## src/design/mm_pkg.sv

```systemverilog
// Shared types, field widths and codes for the fixed-point matrix multiplier.
// No dependencies; every design file imports this package.
package mm_pkg;

    // Default sizing handed to the top-level parameters
    localparam int MM_MAX_DIM   = 8;
    localparam int MM_FRAC_BITS = 16;

    // Field widths of the stream items
    localparam int KIND_W     = 2;
    localparam int COORD_W    = 3;
    localparam int VAL_W      = 32;
    localparam int DIM_W      = 4;
    localparam int CFG_IDX_W  = 2;

    localparam int IN_FIELDS_W  = 2 * COORD_W + VAL_W;
    localparam int IN_DATA_W    = ((IN_FIELDS_W + 7) / 8) * 8;
    localparam int OUT_FIELDS_W = 2 * COORD_W + VAL_W;
    localparam int OUT_DATA_W   = ((OUT_FIELDS_W + 7) / 8) * 8;

    // Input item kinds; the fourth code is ignored
    localparam logic [KIND_W-1:0] KIND_LOAD_A = 2'd0;
    localparam logic [KIND_W-1:0] KIND_LOAD_B = 2'd1;
    localparam logic [KIND_W-1:0] KIND_START  = 2'd2;

    // Configuration register indexes
    localparam logic [CFG_IDX_W-1:0] CFG_ROWS_A     = 2'd0;
    localparam logic [CFG_IDX_W-1:0] CFG_INNER_SIZE = 2'd1;
    localparam logic [CFG_IDX_W-1:0] CFG_COLS_B     = 2'd2;

    localparam logic [DIM_W-1:0] DIM_RESET = 4'd8;

    // Saturation limits of the result
    localparam logic [VAL_W-1:0] SAT_MAX = 32'h7FFF_FFFF;
    localparam logic [VAL_W-1:0] SAT_MIN = 32'h8000_0000;

    // Result coordinate travelling down the cell chain
    typedef struct packed {
        logic               valid;
        logic [COORD_W-1:0] row;
        logic [COORD_W-1:0] col;
        logic               last;
    } tag_t;

    // Element load broadcast to every cell
    typedef struct packed {
        logic               we_a;
        logic               we_b;
        logic [COORD_W-1:0] row;
        logic [COORD_W-1:0] col;
        logic [VAL_W-1:0]   data;
    } load_t;

endpackage

```

## src/design/mm_out.sv

```systemverilog
// Output stage: scales the finished sum, saturates it and holds the result transaction.
// Depends on mm_pkg.
module mm_out
    import mm_pkg::*;
#(
    parameter int FRAC_BITS = MM_FRAC_BITS,
    parameter int ACC_W     = 2 * VAL_W + 3
)
(
    input  logic                    clk,
    input  logic                    rst_n,
    input  tag_t                    tag_in,
    input  logic signed [ACC_W-1:0] sum_in,
    output logic                    advance,
    output logic                    m_tvalid,
    input  logic                    m_tready,
    output logic [OUT_DATA_W-1:0]   m_tdata,
    output logic                    m_tuser,
    output logic                    m_tlast
);

    logic signed [ACC_W-1:0]   shifted;
    logic [ACC_W-VAL_W:0]      upper;
    logic                      fits;
    logic [VAL_W-1:0]          value;
    logic                      m_tvalid_reg;
    logic [OUT_DATA_W-1:0]     m_tdata_reg;
    logic                      m_tuser_reg;
    logic                      m_tlast_reg;

    // Drop the fraction bits and clip to the 32-bit range
    always_comb
    begin
        shifted = sum_in >>> FRAC_BITS;
        upper   = shifted[ACC_W-1:VAL_W-1];
        fits    = (&upper) || !(|upper);
        if (fits)
        begin
            value = shifted[VAL_W-1:0];
        end
        else
        begin
            value = sum_in[ACC_W-1] ? SAT_MIN : SAT_MAX;
        end
    end

    // The whole chain moves only when the output register can take a result
    assign advance = !m_tvalid_reg || m_tready;

    always_ff @(posedge clk or negedge rst_n)
    begin
        if (!rst_n)
        begin
            m_tvalid_reg <= 1'b0;
        end
        else if (advance)
        begin
            m_tvalid_reg <= tag_in.valid;
        end
    end

    always_ff @(posedge clk)
    begin
        if (advance)
        begin
            m_tdata_reg <= OUT_DATA_W'({value, tag_in.col, tag_in.row});
            m_tuser_reg <= !fits;
            m_tlast_reg <= tag_in.last;
        end
    end

    assign m_tvalid = m_tvalid_reg;
    assign m_tdata  = m_tdata_reg;
    assign m_tuser  = m_tuser_reg;
    assign m_tlast  = m_tlast_reg;

endmodule

```

## config.mk

```make
export PLATFORM = sky130hd
export DESIGN_NAME = mm_out
export DESIGN_NICKNAME = d
export VERILOG_FILES = /design/src/design/mm_pkg.sv /design/src/design/mm_out.sv
export SDC_FILE = /design/constraint.sdc
export NUM_CORES = 1
export LEC_CHECK = 0
export ABC_AREA = 1
export BUFFER_PORTS_ARGS = -buffer_cell sky130_fd_sc_hd__buf_2
export CAP_MARGIN = 10
export CORE_MARGIN = 2
export CORE_UTILIZATION = 42
export CTS_BUF_LIST = sky130_fd_sc_hd__clkbuf_8
export DETAILED_ROUTE_END_ITERATION = 16
export MAX_ROUTING_LAYER = met4
export PLACE_DENSITY = 0.82
export SETUP_SLACK_MARGIN = 0.1
export SYNTH_ARGS = -nofsm -noshare
export SYNTH_HDL_FRONTEND = slang
export SYNTH_SLANG_ARGS = --single-unit
export TNS_END_PERCENT = 100
```

## constraint.sdc

```tcl
create_clock -name clk -period 2.2 [get_ports clk]
set_input_delay 0.44 -clock clk [delete_from_list [all_inputs] [get_ports clk]]
set_output_delay 0.44 -clock clk [all_outputs]
set_load 0.03 [all_outputs]
```

==> metrics.md <==
| Metric | Value |
|---|---|
| Status | `finished, final reports clean` |
| RSZ-0062 raised after global routing | `false` |
| Final wirelength | `3538 um` |
| Synth Warn # | `0` |
| Std-Cell Core Area | `3971 sq um` |
| Min Tclk post-route | `1.516 ns` |
| Leakage | `1.099 nW` |
| CP endpoint kind | `register` |
| Die area | `4640 sq um` |
| Initial Util | `43.48%` |
| Int Power | `1.338 mW` |
| Die Height | `68.12 um` |
| CTS Sinks | `between 40 and 50` |
| Initial antenna violation count | `0` |
| Synth Instances | `152` |
| Clock buffer depth | `2` |
| Yosys reg bits | `41` |
| Worst slew pin tran | `approximately 0.60 ns` |
| HPWL Detailed | `2611 um` |
| Initial DRT Pass Iterations | `4` |
| Final Hold Fails | `0` |
| Max reg flops | `38` |
| WP buf/inv | `1` |
| Switching share of power | `~25%` |
| Seq pwr share | `52.4%` |
| Sequential area share after synthesis | `71.01%` |
| Top cells by area, synth | `edfxtp_1 70%, nand2_1 16%, buf_6 3.3%` |
| Top Ports | `122` |
| GP Congestion | `0.6526` |
| Syn_area_per_cell | `roughly 11 sq um` |
| Required @ worst endpoint | `approximately 2.2 ns` |
| Die X | `approximately 70 um` |
| Crit-path slowest cell | `nand3_2` |
| Worst path arrival time | `1.53 ns` |
| Resize count post-CTS | `0` |
| Top delay family on crit path | `simple AND/OR/NAND/NOR gates` |
| Most numerous cell in the Yosys netlist | `nand2_1` |
| VDD IR max | `0.0003463 V` |
| Finished layout cell area | `2360 sq um` |
| Post-synth top area share | `69.57%` |
| Area growth syn-to-layout | `36.67%` |
| CP Class | `input port to register` |
| CP Launch Type | `input port` |
| Critical Path Max Stage Delay | `0.43 ns` |
| Largest net degree at the start of global routing | `33` |
| Rel. slew slack | `60.25%` |
| Via density | `4.445` |
| First-pass GRT wire length | `5250 um` |
| Top cells by count, synth | `73 x nand2_1, 40 x edfxtp_1, 15 x nor2_1` |
| Fmax achieved | `0.6598 GHz` |
| Yosys cell types | `15` |
| Setup-failing EPs final | `0` |
| # H-tree levels | `2` |
| Via count | `1369` |
| Fill count | `~340` |
| HP Class | `input port to register` |
| Net switching power | `0.4389 mW` |
| Mapped Area | `between 1500 and 2000 sq um` |
| Total grt overflow | `0` |
| Top_reg_cell synth | `edfxtp_1` |
| Worst-Skew Late Latency | `0.28 ns` |
| Clock root cell | `clkbuf_8` |
| Fraction of layout instances using a drive strength above 1 | `between 40% and 50%` |
| Post-synth EDFFs | `40` |
| Final-report max-slew violation count | `0` |
| CTS tree | `done` |
| Final Skew | `0.004993 ns` |
| CP Cell Sequence | `buf_2 -> nor2_1 -> nand2_1 -> nor2_1 -> nand3_2 -> nand3_2 -> nand2_1` |
| I/O Buffers | `about 100` |
| NumNets Final | `about 340` |
| Vias in the first global route | `1218` |
| Num CTS Buffers | `5` |
| Total track usage | `15.97%` |
| Drt wl/cell | `between 10 and 15 um` |
| N_diodes | `0` |
| Area leader, netlist | `edfxtp_1` |
| Site Rows | `23` |
| Max Cap Viol | `0` |
| Async SR Flop Fraction | `2.439%` |
| Crit share post-route | `68.89%` |
| Setup_tns | `0 ns` |
| Clock Pin Slew Worst Setup and Hold Paths | `0.08 ns` |
| Detail Route Antenna Nets | `0` |
| Pwr dens | `approximately 750 nW/um^2` |
| Comb power frac | `15.7%` |
| DRT iter0 DRCs | `102` |
| DRC viols | `0` |
| Proportion of power drawn by the clock network | `31.9%` |
| Post-DP Area | `2243 sq um` |
| Crit-path max FO | `31` |
[worst register-to-register path, stage by stage, from the launching register on]
cell and delay (ns):
dfrtp_1 0.40, nand2_2 0.09, buf_4 0.28
[per-layer routing]
layer	GRT usage (%)	wire, um	vias to the layer above
li1	-	-	698
met1	17.42	1435	594
met2	27.67	1733	72
met3	3.947	314	5
met4	6.750	55	0
met5	-	0	-
[path summary, 6_finish.rpt]
check	from	end	slack, ns	cells past startpoint
worst max-delay path	sum_in[64]	m_tdata[16]	0.68	7
worst min-delay path	tag_in[2]	m_tdata[4]	0.33	1
worst max register to register	m_tvalid	m_tdata[35]	1.11	2
worst min register to register	m_tvalid	m_tvalid	0.79	3
max in group asynchronous	rst_n	m_tvalid	1.64	2
min in group asynchronous	rst_n	m_tvalid	0.47	2
[cells in the final DEF (no fill, tap or decap)]
cell           instances
nand3_2                2
nor2_2                 1
nand2_1               72
clkinv_1               1
edfxtp_1              40
inv_1                  5
nand2_2                2
nand4_1                3
and2_0                 1
dfrtp_1                1
conb_1                 2
nor2_1                15
buf_2                103
nand2_4                1
clkbuf_8               5
buf_4                  2
bufinv_16              1
dlygate4sd3_1          1
[metrics by stage]
stage | util [%] | setup slack, ns | hold WS [ns] | power (mW) | cells
floorplan | - | 0.1704 | 0.1444 | 1.119 | 153
global placement | 56.49 | 0.4063 | 0.2198 | 1.221 | 299
detailed placement | 56.49 | 0.3486 | 0.2235 | 1.230 | 299
CTS | 59.42 | 0.6550 | 0.3124 | 1.801 | 308
global route | 59.42 | 0.4986 | 0.3170 | 1.850 | 308
finish | 59.42 | 0.6844 | 0.3261 | 1.777 | 308
[power groups by stage]
stage / logic (mW) / clock network, mW / registers [mW]
after floorplan: 0.0565 / 0 / 1.06
after global placement: 0.275 / 0 / 0.946
after detailed placement: 0.281 / 0 / 0.950
after CTS: 0.282 / 0.587 / 0.932
after global routing: 0.303 / 0.611 / 0.936
final: 0.279 / 0.566 / 0.932
[layout make-up]
cell class                      instances  area [sq um]  share of cell area (%)
Inverter                                4         15.01                  0.6363
Clock buffer                            5         68.82                   2.916
Multi-Input combinational cell         99         409.1                   17.34
Sequential cell                        41          1226                   51.96
Tap cell                               50         62.56                   2.651
Clock inverter                          3         37.54                   1.591
Timing Repair Buffer                  106         540.5                   22.91
[timing repair]
action | in CTS | in global routing
hold buffers | 1 | 0
buffers inserted | 0 | 0
hold endpoints to repair | 1 | 0
[cells by family after synthesis]
logic type	synth area share, %
flip-flops	71.01
AND/OR/NAND/NOR	23.12
other	0.2172
buffers and inverters	5.651
No activity file was read; power rests on OpenSTA's default activity.
