**config.mk**
```make
export PLATFORM = sky130hd
export DESIGN_NAME = mm_cell
export DESIGN_NICKNAME = d
export VERILOG_FILES = /design/src/design/mm_pkg.sv /design/src/design/mm_cell.sv
export SDC_FILE = /design/constraint.sdc
export NUM_CORES = 2
export LEC_CHECK = 0
export BUFFER_PORTS_ARGS = -buffer_cell sky130_fd_sc_hd__buf_2
export CELL_PAD_IN_SITES_DETAIL_PLACEMENT = 0
export CELL_PAD_IN_SITES_GLOBAL_PLACEMENT = 1
export CORE_UTILIZATION = 45
export CTS_BUF_LIST = sky130_fd_sc_hd__clkbuf_16
export CTS_CLUSTER_SIZE = 8
export DETAILED_ROUTE_END_ITERATION = 16
export GPL_ROUTABILITY_DRIVEN = 1
export GPL_TIMING_DRIVEN = 0
export PLACE_DENSITY = 0.72
export SLEW_MARGIN = 30
export SYNTH_ARGS = -nofsm -noshare
export SYNTH_HDL_FRONTEND = slang
export SYNTH_SLANG_ARGS = --single-unit
```
**constraint.sdc**
```tcl
create_clock -name clk -period 11.85 [get_ports clk]
set_input_delay 2.37 -clock clk [delete_from_list [all_inputs] [get_ports clk]]
set_output_delay 2.37 -clock clk [all_outputs]
set_load 0.01 [all_outputs]
```
**src/design/mm_pkg.sv**
```systemverilog
// Shared types, field widths and codes for the fixed-point matrix multiplier.
// No dependencies; every design file imports this package.
package mm_pkg;

    // Default sizing handed to the top-level parameters
    localparam int MM_MAX_DIM   = 8;
    localparam int MM_FRAC_BITS = 16;

    // Field widths of the stream items
    localparam int KIND_W     = 2;
    localparam int COORD_W    = 3;
    localparam int VAL_W      = 32;
    localparam int DIM_W      = 4;
    localparam int CFG_IDX_W  = 2;

    localparam int IN_FIELDS_W  = 2 * COORD_W + VAL_W;
    localparam int IN_DATA_W    = ((IN_FIELDS_W + 7) / 8) * 8;
    localparam int OUT_FIELDS_W = 2 * COORD_W + VAL_W;
    localparam int OUT_DATA_W   = ((OUT_FIELDS_W + 7) / 8) * 8;

    // Input item kinds; the fourth code is ignored
    localparam logic [KIND_W-1:0] KIND_LOAD_A = 2'd0;
    localparam logic [KIND_W-1:0] KIND_LOAD_B = 2'd1;
    localparam logic [KIND_W-1:0] KIND_START  = 2'd2;

    // Configuration register indexes
    localparam logic [CFG_IDX_W-1:0] CFG_ROWS_A     = 2'd0;
    localparam logic [CFG_IDX_W-1:0] CFG_INNER_SIZE = 2'd1;
    localparam logic [CFG_IDX_W-1:0] CFG_COLS_B     = 2'd2;

    localparam logic [DIM_W-1:0] DIM_RESET = 4'd8;

    // Saturation limits of the result
    localparam logic [VAL_W-1:0] SAT_MAX = 32'h7FFF_FFFF;
    localparam logic [VAL_W-1:0] SAT_MIN = 32'h8000_0000;

    // Result coordinate travelling down the cell chain
    typedef struct packed {
        logic               valid;
        logic [COORD_W-1:0] row;
        logic [COORD_W-1:0] col;
        logic               last;
    } tag_t;

    // Element load broadcast to every cell
    typedef struct packed {
        logic               we_a;
        logic               we_b;
        logic [COORD_W-1:0] row;
        logic [COORD_W-1:0] col;
        logic [VAL_W-1:0]   data;
    } load_t;

endpackage

```
**src/design/mm_cell.sv**
```systemverilog
// One multiply-accumulate cell of the chain: holds column k of A and row k of B.
// Depends on mm_pkg.
module mm_cell
    import mm_pkg::*;
#(
    parameter int MAX_DIM  = MM_MAX_DIM,
    parameter int CELL_IDX = 0,
    parameter int ACC_W    = 2 * VAL_W + 3
)
(
    input  logic                    clk,
    input  logic                    rst_n,
    input  logic                    advance,
    input  load_t                   load,
    input  logic [DIM_W-1:0]        inner_dim,
    input  tag_t                    tag_in,
    input  logic signed [ACC_W-1:0] sum_in,
    output tag_t                    tag_out,
    output logic signed [ACC_W-1:0] sum_out
);

    localparam int IDX_W = (MAX_DIM > 1) ? $clog2(MAX_DIM) : 1;

    logic [VAL_W-1:0] a_mem [MAX_DIM];
    logic [VAL_W-1:0] b_mem [MAX_DIM];

    logic signed [VAL_W-1:0]   a_rd_reg;
    logic signed [VAL_W-1:0]   b_rd_reg;
    logic signed [2*VAL_W-1:0] prod_reg;
    logic signed [ACC_W-1:0]   sum1_reg;
    logic signed [ACC_W-1:0]   sum2_reg;
    logic signed [ACC_W-1:0]   sum3_reg;
    tag_t                      tag1_reg;
    tag_t                      tag2_reg;
    tag_t                      tag3_reg;
    logic                      cell_on;

    // Cells past the inner size add nothing
    assign cell_on = (DIM_W'(CELL_IDX) < inner_dim);

    // Store loads aimed at this cell's column of A or row of B
    always_ff @(posedge clk)
    begin
        if (load.we_a && load.col == COORD_W'(CELL_IDX))
        begin
            a_mem[load.row[IDX_W-1:0]] <= load.data;
        end
        if (load.we_b && load.row == COORD_W'(CELL_IDX))
        begin
            b_mem[load.col[IDX_W-1:0]] <= load.data;
        end
    end

    // Advance the coordinate tags
    always_ff @(posedge clk or negedge rst_n)
    begin
        if (!rst_n)
        begin
            tag1_reg <= '0;
            tag2_reg <= '0;
            tag3_reg <= '0;
        end
        else if (advance)
        begin
            tag1_reg <= tag_in;
            tag2_reg <= tag1_reg;
            tag3_reg <= tag2_reg;
        end
    end

    // Read operands, multiply, then add into the passing sum
    always_ff @(posedge clk)
    begin
        if (advance)
        begin
            a_rd_reg <= a_mem[tag_in.row[IDX_W-1:0]];
            b_rd_reg <= b_mem[tag_in.col[IDX_W-1:0]];
            sum1_reg <= sum_in;
            prod_reg <= cell_on ? a_rd_reg * b_rd_reg : (2*VAL_W)'(0);
            sum2_reg <= sum1_reg;
            sum3_reg <= sum2_reg + ACC_W'(prod_reg);
        end
    end

    assign tag_out = tag3_reg;
    assign sum_out = sum3_reg;

endmodule

```
==> impl_metrics.toml <==
[yosys]
synth-seq-cells = 865
yosysTopAreaCellShare = 0.359
synthTopCellsByArea = "edfxtp_1, fa_1, inv_1"
synthArstFlopShare = 0.0277
synth_cells = 5664
ys_types = 83
synth-edff-count = 841
synth_nets = 7119
synth-main-ff-cell = "edfxtp_1"
avgSynthCellArea_sq_um = 12.4
post-synth-top-area-cell = "edfxtp_1"
syn_area_sq_mm = 0.0704
ys_seq_area_frac = 0.367
yosysWarningCount = 0

[clocking]
cts_resized = 0
cts_made_buffers = 119
clockBufferDepth = 3
htreeDepth = 3
cts_tree = "done"
ctsHoldBuffers = 0
path_clk_slew_ps = 50
postCtsSetupRepairBufs = 0
cts.sinks = 865
clockRootBuffer = "clkbuf_16"
insertion_delay_ps = 780

[routing]
drt-pass1-iter-count = 6
vias = 43600
wl_microns = 204000
viasPerCell = 5.38
ant_nets = 0
post_drt_wl_per_cell_microns = 25.2
dr.first_iter.drc_count = 3447
drcViolationCount = 0

[critical_path]
critPathBufInv = 5
crit_type = "reg2reg"
critPathCaptureType = "register"
crit_family = "adder cells"
crit_top_cell = "fa_1"
arrival_ps = 10120
rr_startpoint = "b_rd_reg[31]"
crit_chain = "clkinv_1, clkbuf_1, nor2_1, fa_1, fa_1, fa_1, fa_1, fa_1, fa_1, fa_1, inv_1, fa_1, inv_1, ha_1, clkbuf_1, nand3_1, or4_1, o21ai_1, o211ai_1, a21boi_1, a41oi_1, xor2_1, nor2_1"
cp_max_fo = 10
setup.worst_path.start = "b_rd_reg[31]"
crit_slowest_cell = "edfxtp_1"
slowest_delay_ps = 940
worstSetupStartpointType = "register"
cp.required_ps = 12340

[final_layout]
fin_nets = 7467
design_area_sq_mm = 0.0780
regArea_sq_mm = 0.0259
syn2layout_area_growth_pct = 10.8
fill_cells = 13500
multi_input_area_sq_mm = 0.0399
drive_gt1_frac = 0.107

[die]
fp.dieArea_sq_mm = 0.158
row_count = 144
placeableCoreArea_sq_mm = 0.155
ios = 197
initial_utilization = 0.455
die_h_microns = 398
die_w_microns = 398

[place]
hpwl_microns = 163000
gp_congestion = 1.01
dpl_cell_area_sq_mm = 0.0747
dp_slack_ps = 2250
portBuffers = 190

[timing]
hold_viol = 0
post-route-period-util = 0.813
fmax_ghz = 0.104
rsz0062_at_grt = "false"
worst_slack_ps = 2220
min_period_ps = 9630
worstMarginPinSlew_ps = 1120
slew_violations = 0
finalSetupViolations = 0
fin_skew_ps = 41.3
slew_headroom = 0.254
final.setup.tns_ps = 0

[job]
cap_viol_max_count = 0

[global_route]
gr-usage-all-layers = 0.265
grt_pass1_vias = 46100
grt_start_max_net_pins = 96
gr-total-overflow = 0
antenna_found_initial = 8
grt_first_pass_wirelength_microns = 304000

[status]
status = "completed"

[worst_hold_path]
min_from = "sum1_reg[11]"
worstHoldPathType = "reg2reg"
final cells by class:
| class | count | area share |
|---|---|---|
| Inverter | 1000 | 0.0481 |
| Antenna cell | 6 | 0.000192 |
| Tap cell | 2044 | 0.0328 |
| Sequential cell | 865 | 0.331 |
| Clock buffer | 119 | 0.0382 |
| Timing Repair Buffer | 227 | 0.0202 |
| Clock inverter | 45 | 0.00423 |
| Buffer | 286 | 0.0142 |
| Multi-Input combinational cell | 3513 | 0.511 |
routing by layer:
layer	vias to the layer above	track usage	share of wire
met5	-	0	0.00028
met1	22600	0.374	0.43
met2	1841	0.409	0.45
li1	18800	-	-
met4	8	0.0828	0.032
met3	354	0.0604	0.091
logic make-up (layout without fill, tap and decap cells):
kind of cell	count (synthesis)	after routing	synth area share
AO/OA/AOI/OAI	446	446	0.0427
XOR/XNOR	130	130	0.0162
adder cells (fa/ha/maj)	1333	1333	0.352
buffers and inverters	1286	1677	0.0687
flip-flops	865	865	0.367
multiplexers	216	216	0.0550
other	0	6	0
AND/OR/NAND/NOR	1388	1388	0.0981
synth_stat cells, types with 25 or more instances:
library cell     n
nand2_1        558
nand3_1         30
nor3_1          26
o21bai_1        25
inv_1          999
nor2_1         148
xnor2_1         87
ha_1           250
a21oi_1        133
fa_1          1083
xor2_1          43
edfxtp_1       841
mux2_2          88
and2_1         529
clkbuf_1       262
a21o_1          84
mux4_2         128
o21ai_0         57
final timing paths:
kind / slack, ps / depth (start not counted) / to
min reg2reg: 410 / 0 / sum2_reg[11]
min in group asynchronous: 1570 / 1 / tag_out[0]
min: 410 / 0 / sum2_reg[11]
max: 2220 / 23 / prod_reg[62]
max in group asynchronous: 9880 / 1 / tag1_reg[1]
max reg2reg: 2220 / 23 / prod_reg[62]
placed cells by master, fill, tap and decap left out, drive strengths merged, types with 25 or more instances in the layout:
cell type / Yosys / layout
a21o: 84 / 84
mux4: 128 / 128
nand3: 30 / 30
inv: 999 / 1034
o21bai: 25 / 25
clkbuf: 262 / 386
fa: 1083 / 1083
buf: 24 / 246
xor2: 43 / 43
ha: 250 / 250
mux2: 88 / 88
xnor2: 87 / 87
o21ai: 79 / 79
edfxtp: 841 / 841
nor2: 150 / 150
nand2: 558 / 558
a21oi: 135 / 135
nor3: 27 / 27
and2: 530 / 530
through the flow:
step / instances / util / hold WS, ps
global placement: 7898 / 0.478 / 400
CTS: 8099 / 0.504 / 413
global route: 8099 / 0.504 / 421
finish: 8105 / 0.504 / 415
detailed placement: 7935 / 0.483 / 405
floorplan: 5664 / - / 400
Power is not shown: default switching activity piles up to over one toggle a cycle in this logic, so the estimate is an artifact.
